`src/hw/rtl/rpd_pkg.sv`:
```
// Shared types and constants for the run-length pixel pair decoder.
package rpd_pkg;

  localparam int PosW = 25;

  localparam logic [2:0] PH_HEADER    = 3'd0;
  localparam logic [2:0] PH_RUN_IDX   = 3'd1;
  localparam logic [2:0] PH_RUN_ALPHA = 3'd2;
  localparam logic [2:0] PH_LIT_IDX   = 3'd3;
  localparam logic [2:0] PH_LIT_ALPHA = 3'd4;

  localparam logic [7:0] RUN_FLAG = 8'h80;
  localparam logic [7:0] LEN_MASK = 8'h7F;

  typedef struct packed {
    logic [2:0]      phase;
    logic [7:0]      packet_remaining;
    logic [7:0]      held_index;
    logic [PosW-1:0] pixel_position;
    logic            finished;
  } state_t;

  typedef struct packed {
    logic [7:0]  palette_index;
    logic [7:0]  alpha;
    logic [7:0]  repeat_count;
    logic [23:0] first_pixel;
    logic        image_done;
  } result_t;

endpackage

```
`src/hw/rtl/rle_pixel_pair_decoder.sv`:
```
// Top level of the packbits-style run-length pixel pair decoder.
// Takes one compressed byte per cycle when not stalled, and gives one result per
// completed run or literal pixel; a byte is captured in the input register and
// decoded into the result register when it advances. The sustained rate is one
// byte per clock, set by the single decode stage between the input register and
// the result register; while a result is held by pixel_stall the byte in the
// input register waits, and the input stalls.
module rle_pixel_pair_decoder #(
  parameter int MAX_PIXELS = 16777216
) (
  input  logic        clk,
  input  logic        rst,
  input  logic        pixel_total_we,
  input  logic [24:0] pixel_total,
  input  logic        byte_valid,
  output logic        byte_stall,
  input  logic [7:0]  data_byte,
  input  logic        start_image,
  output logic        pixel_valid,
  input  logic        pixel_stall,
  output logic [7:0]  palette_index,
  output logic [7:0]  alpha,
  output logic [7:0]  repeat_count,
  output logic [23:0] first_pixel,
  output logic        image_done
);

  logic [24:0]      total;
  logic             hold_valid;
  logic [7:0]       hold_byte;
  logic             hold_start;
  rpd_pkg::state_t  state;
  rpd_pkg::state_t  state_next;
  rpd_pkg::result_t res;
  rpd_pkg::result_t out_reg;
  logic             emit;
  logic             advance;

  assign advance    = hold_valid && (!pixel_valid || !pixel_stall);
  assign byte_stall = hold_valid && !advance;

  rpd_step #(
    .MAX_PIXELS(MAX_PIXELS)
  ) u_step (
    .cur        (state),
    .data_byte  (hold_byte),
    .start_image(hold_start),
    .pixel_total(total),
    .nxt        (state_next),
    .emit       (emit),
    .res        (res)
  );

  always_ff @(posedge clk) begin
    if (rst) begin
      total <= '0;
    end else if (pixel_total_we) begin
      total <= pixel_total;
    end
  end

  always_ff @(posedge clk) begin
    if (rst) begin
      hold_valid <= 1'b0;
    end else if (!byte_stall) begin
      hold_valid <= byte_valid;
    end
  end

  always_ff @(posedge clk) begin
    if (byte_valid && !byte_stall) begin
      hold_byte  <= data_byte;
      hold_start <= start_image;
    end
  end

  always_ff @(posedge clk) begin
    if (rst) begin
      state.phase            <= rpd_pkg::PH_HEADER;
      state.packet_remaining <= '0;
      state.held_index       <= '0;
      state.pixel_position   <= '0;
      state.finished         <= 1'b0;
    end else if (advance) begin
      state <= state_next;
    end
  end

  always_ff @(posedge clk) begin
    if (rst) begin
      pixel_valid <= 1'b0;
    end else if (advance && emit) begin
      pixel_valid <= 1'b1;
    end else if (!pixel_stall) begin
      pixel_valid <= 1'b0;
    end
  end

  always_ff @(posedge clk) begin
    if (advance && emit) begin
      out_reg <= res;
    end
  end

  assign palette_index = out_reg.palette_index;
  assign alpha         = out_reg.alpha;
  assign repeat_count  = out_reg.repeat_count;
  assign first_pixel   = out_reg.first_pixel;
  assign image_done    = out_reg.image_done;

endmodule

```
`src/hw/rtl/rpd_step.sv`:
```
// Next-state and result logic for one compressed byte.
module rpd_step #(
  parameter int MAX_PIXELS = 16777216
) (
  input  rpd_pkg::state_t              cur,
  input  logic [7:0]                   data_byte,
  input  logic                         start_image,
  input  logic [rpd_pkg::PosW-1:0]     pixel_total,
  output rpd_pkg::state_t              nxt,
  output logic                         emit,
  output rpd_pkg::result_t             res
);

  localparam logic [rpd_pkg::PosW-1:0] MaxPix = rpd_pkg::PosW'(MAX_PIXELS);

  rpd_pkg::state_t             base;
  logic [rpd_pkg::PosW-1:0]    limit;
  logic [rpd_pkg::PosW-1:0]    left;
  logic [rpd_pkg::PosW-1:0]    pos_sum;
  logic [7:0]                  want;
  logic [7:0]                  cnt;
  logic [7:0]                  alpha_b;
  logic [7:0]                  lit_left;
  logic                        do_emit;

  always_comb begin
    base = cur;
    if (start_image) begin
      base.phase            = rpd_pkg::PH_HEADER;
      base.packet_remaining = '0;
      base.held_index       = '0;
      base.pixel_position   = '0;
      base.finished         = 1'b0;
    end
    limit = (pixel_total > MaxPix) ? MaxPix : pixel_total;
    if (base.pixel_position >= limit) begin
      base.finished = 1'b1;
    end

    nxt      = base;
    do_emit  = 1'b0;
    want     = 8'd1;
    alpha_b  = data_byte;
    lit_left = (base.packet_remaining != 8'd0) ? base.packet_remaining - 8'd1 : 8'd0;

    if (!base.finished) begin
      unique case (base.phase)
        rpd_pkg::PH_HEADER: begin
          nxt.packet_remaining = (data_byte & rpd_pkg::LEN_MASK) + 8'd1;
          nxt.phase = ((data_byte & rpd_pkg::RUN_FLAG) != 8'd0) ?
                      rpd_pkg::PH_RUN_IDX : rpd_pkg::PH_LIT_IDX;
        end
        rpd_pkg::PH_RUN_IDX: begin
          nxt.held_index = data_byte;
          nxt.phase      = rpd_pkg::PH_RUN_ALPHA;
        end
        rpd_pkg::PH_RUN_ALPHA: begin
          nxt.phase = rpd_pkg::PH_HEADER;
          want      = base.packet_remaining;
          do_emit   = 1'b1;
        end
        rpd_pkg::PH_LIT_IDX: begin
          nxt.held_index = data_byte;
          nxt.phase      = rpd_pkg::PH_LIT_ALPHA;
        end
        rpd_pkg::PH_LIT_ALPHA: begin
          nxt.packet_remaining = lit_left;
          nxt.phase = (lit_left == 8'd0) ? rpd_pkg::PH_HEADER : rpd_pkg::PH_LIT_IDX;
          do_emit   = 1'b1;
        end
        default: begin
          nxt.phase = rpd_pkg::PH_HEADER;
        end
      endcase
    end

    left = limit - base.pixel_position;
    cnt  = ({{(rpd_pkg::PosW-8){1'b0}}, want} > left) ? left[7:0] : want;
    pos_sum = base.pixel_position + {{(rpd_pkg::PosW-8){1'b0}}, cnt};
    if (do_emit) begin
      nxt.pixel_position = pos_sum;
      nxt.finished       = (pos_sum >= limit);
    end

    emit              = do_emit;
    res.palette_index = base.held_index;
    res.alpha         = alpha_b;
    res.repeat_count  = cnt;
    res.first_pixel   = base.pixel_position[23:0];
    res.image_done    = (pos_sum >= limit);
  end

endmodule
```
`config.mk`:
```
export PLATFORM = sky130hd
export DESIGN_NAME = rle_pixel_pair_decoder
export DESIGN_NICKNAME = d
export VERILOG_FILES = /design/src/hw/rtl/rpd_pkg.sv /design/src/hw/rtl/rle_pixel_pair_decoder.sv /design/src/hw/rtl/rpd_step.sv
export SDC_FILE = /design/constraint.sdc
export NUM_CORES = 1
export LEC_CHECK = 0
export BUFFER_PORTS_ARGS = -buffer_cell sky130_fd_sc_hd__buf_2
export CORE_UTILIZATION = 30
export CTS_BUF_LIST = sky130_fd_sc_hd__clkbuf_4
export DETAILED_ROUTE_END_ITERATION = 10
export GPL_TIMING_DRIVEN = 0
export MAX_ROUTING_LAYER = met4
export SLEW_MARGIN = 20
export SYNTH_ARGS = -nofsm -noshare
export SYNTH_HDL_FRONTEND = slang
export SYNTH_HIERARCHICAL = 1
export SYNTH_SLANG_ARGS = --single-unit
```
`constraint.sdc`:
```
create_clock -name clk -period 10.7 [get_ports clk]
set_clock_uncertainty 0.05 [all_clocks]
set_input_delay 3.21 -clock clk [delete_from_list [all_inputs] [get_ports clk]]
set_output_delay 3.21 -clock clk [all_outputs]
set_load 0.01 [all_outputs]
```
==> results_dict.tcl <==
set metrics [dict create \
    outcome "finished, final reports clean" \
    slew_headroom_pct 45.5 \
    clkTransAtPathRegs_ps 140 \
    fill_cells 3264 \
    die_w_um 182 \
    drive_above_1_share_pct 21.1 \
    critPathSlowestCell "or4_4" \
    netlist_top_cells_area "edfxtp_1 18%, dfxtp_1 15%, ha_1 8.7%" \
    crit_buf_inv 8 \
    path_class "flop to flop" \
    grt_usage_pct 17.4 \
    min_period_ps 10190 \
    insertion_delay_ps 570 \
    syn_inst 1081 \
    routed_wl_um 27900 \
    final_hold_viol_count 0 \
    post-route-period-util_pct 95.2 \
    hp-class "flop to flop" \
    yosysWarnings 6 \
    ys.flop_type "dfxtp_1" \
    rows 65 \
    numCtsBuffers 17 \
    post_drt_wl_per_cell_um 17.1 \
    cp.required_ps 11120 \
    drc 0 \
    yosysTopAreaCell "edfxtp_1" \
    antenna_found_initial 1 \
    syn_nets 1190 \
    cpPeakStageDelay_ps 570 \
    clock_path_buffers 2 \
    fmax_mhz 98.2 \
    cts-root-buf "clkbuf_4" \
    crit_family "compound AO/OA/AOI/OAI gates" \
    fp.dieArea_um2 33100 \
    hpwl_um 21800 \
    areaGrowthSynthToFinish_pct 18.1 \
    firstDrtPassIters 5 \
    power_density_nw_per_um2 102 \
    start_util_pct 30.7 \
    tns_ps 0 \
    peakVddDrop_uv 93.8 \
    cts_tree "done" \
    path_max_fanout 10 \
    routabilityCongestion 0.909 \
    synth_seq_area_share_pct 32.7 \
    synth_cell_types 88 \
    tightest_slew_ps 815 \
    setup_viol 0 \
    arrival_ps 10610 \
    fp.coreArea_um2 31700 \
    dpl_worst_slack_ps -2730 \
    grt_pass1_wl_um 43500 \
    p_leak_uw 0.00475 \
    async_reset_ff_share_pct 0 \
    seq_area_um2 3190 \
    totalPowerFinal_uw 1170 \
    cts_hold_buffers 0 \
    grt_max_degree 23 \
    pin_count 90 \
    clock-sinks 130 \
    grt_pass1_vias 7915 \
    synth_edf_count 58 \
    critical_path.endpoint_type "flop" \
    fin_ws_ps 512 \
    drtIter0Drc 499 \
    cp-start-kind "flop" \
    port_buffers 87 \
    die_h_um 182 \
    antenna_left 0 \
    avgSynthCellArea_um2 9.00 \
    multi_input_area_um2 6060 \
    htreeDepth 4 \
    synth_top_area_share_pct 17.9 \
    slew_viol_final 0 \
    grt_overflow 0 \
    synth_seq_cells 130 \
    drv_cap 0 \
    rsz0062_at_grt "false" \
    rrSetupSlack_ps 510 \
    fin_nets 1320 \
    hold_ws_ps 428 \
    viasPerCell 5.05 \
    synthesis.area_um2 9730 \
    vias 8214 \
]
[logic make-up after synthesis]
group / after synthesis / share of synthesized area, %
xor+xnor: 54 / 4.86
compound gates: 183 / 12.6
flops: 130 / 32.7
simple gates: 413 / 23.2
mux: 92 / 9.67
fa+ha+maj: 70 / 9.16
buf+inv: 139 / 7.85
[timing repair]
action                     CTS  global route
pin swaps                    7            18
setup buffers                8            16
setup endpoints to repair   18             2
gates resized for setup     28            51
gates cloned                 0             1
[sequential cells by signal, indices dropped and copies added (netlist names)]
register	cells
state	45
first_pixel	24
hold_start	1
total	25
hold_valid	1
pixel_valid	1
image_done	1
alpha	8
hold_byte	8
repeat_count	8
palette_index	8
[per-layer routing]
| metal | track usage (%) | up-vias | share of wire [%] |
|---|---|---|---|
| met3 | 3.43 | 46 | 4.6 |
| met5 | - | - | 0 |
| met2 | 27.4 | 216 | 46 |
| met1 | 22.3 | 3915 | 47 |
| li1 | - | 4037 | - |
| met4 | 5.38 | 0 | 2.1 |
[cell usage in the layout (no fill, tap or decap), types with 6 or more instances in the layout]
cell      Yosys  final
nor3_1       12     10
mux2i_1      82     81
dfxtp_1      72     71
edfxtp_1     58     58
a21oi_1      50     49
a21o_1       16     16
ha_1         68     59
o22ai_1       6      6
buf_4        10     34
nand2b_2      1      6
and3_1        6      6
xnor2_1      39     39
buf_2         3     91
o21a_1        7      7
nand2_1      71     69
nor2b_1      34     34
xor2_1       15     15
nand4_1      16     16
inv_1        76     75
buf_6         7     10
nand3_1      27     24
mux2_1        8      8
ha_4          0      6
clkbuf_1     28     19
o21ai_0      35     31
o211ai_1      6      6
nor2_1       77     73
clkbuf_4      2     20
nand2b_1    119    112
[final timing paths]
path                          startpoint                     end  cells past startpoint
setup / recovery    hold_start$_DFFE_PP_   state[0]$_SDFFE_PP0P_                     47
hold / removal    state[19]$_SDFFE_PP0P_  state[19]$_SDFFE_PP0P_                      2
setup reg to reg    hold_start$_DFFE_PP_   state[0]$_SDFFE_PP0P_                     47
hold reg to reg   state[19]$_SDFFE_PP0P_  state[19]$_SDFFE_PP0P_                      2
[metrics by stage]
step                      utilization, %  cell area (µm²)  cells
after floorplan                        -             9730   1081
after global placement              33.6            10700   1570
after detailed placement            33.8            10700   1572
after CTS                           35.2            11200   1610
after global routing                36.2            11500   1627
final                               36.2            11500   1627
[layout make-up]
type / count / share of cell area (%)
multi-input cells: 812 / 52.7
flip-flops and latches: 130 / 27.7
repair buffers: 114 / 5.92
well taps: 402 / 4.38
plain buffers: 56 / 4.07
inverters: 80 / 2.81
clock inverters: 15 / 1.22
clock buffers: 17 / 1.11
diodes: 1 / 0.0218
[synth_stat cells (all sizes together), types with 3 or more instances]
| library cell | n |
|---|---|
| a2bb2oi | 4 |
| a21boi | 6 |
| nor2 | 79 |
| a21o | 16 |
| nor3 | 14 |
| xnor2 | 39 |
| o221ai | 3 |
| o21bai | 4 |
| nand2 | 71 |
| o21a | 7 |
| o2111ai | 6 |
| and2b | 4 |
| mux2 | 10 |
| inv | 79 |
| o21ai | 38 |
| nor4 | 8 |
| dfxtp | 72 |
| o211ai | 6 |
| a41o | 3 |
| nand3 | 27 |
| a22oi | 3 |
| and2 | 4 |
| buf | 25 |
| nor2b | 35 |
| or4 | 7 |
| o22ai | 6 |
| a21oi | 51 |
| edfxtp | 58 |
| clkbuf | 34 |
| mux2i | 82 |
| nand2b | 120 |
| and3 | 6 |
| or2b | 3 |
| o31ai | 3 |
| nand3b | 4 |
| xor2 | 15 |
| ha | 68 |
| or2 | 6 |
| a31oi | 5 |
| a211oi | 6 |
| nand4 | 17 |
[report_power, final]
group	internal [µW]	switching, µW
combinational	130	162
clock	103	233
sequential	529	14.3
[worst reg2reg max path: cells and delay by family (launching register included)]
kind / cells / cell delay (ps)
AND/OR/NAND/NOR: 13 / 2900
AO/OA/AOI/OAI: 18 / 3320
XOR/XNOR: 1 / 290
adder cells (fa/ha/maj): 5 / 1560
flip-flops: 1 / 510
multiplexers: 2 / 290
buffers and inverters: 8 / 1170
Note: power is estimated with default switching activity, not from simulation.
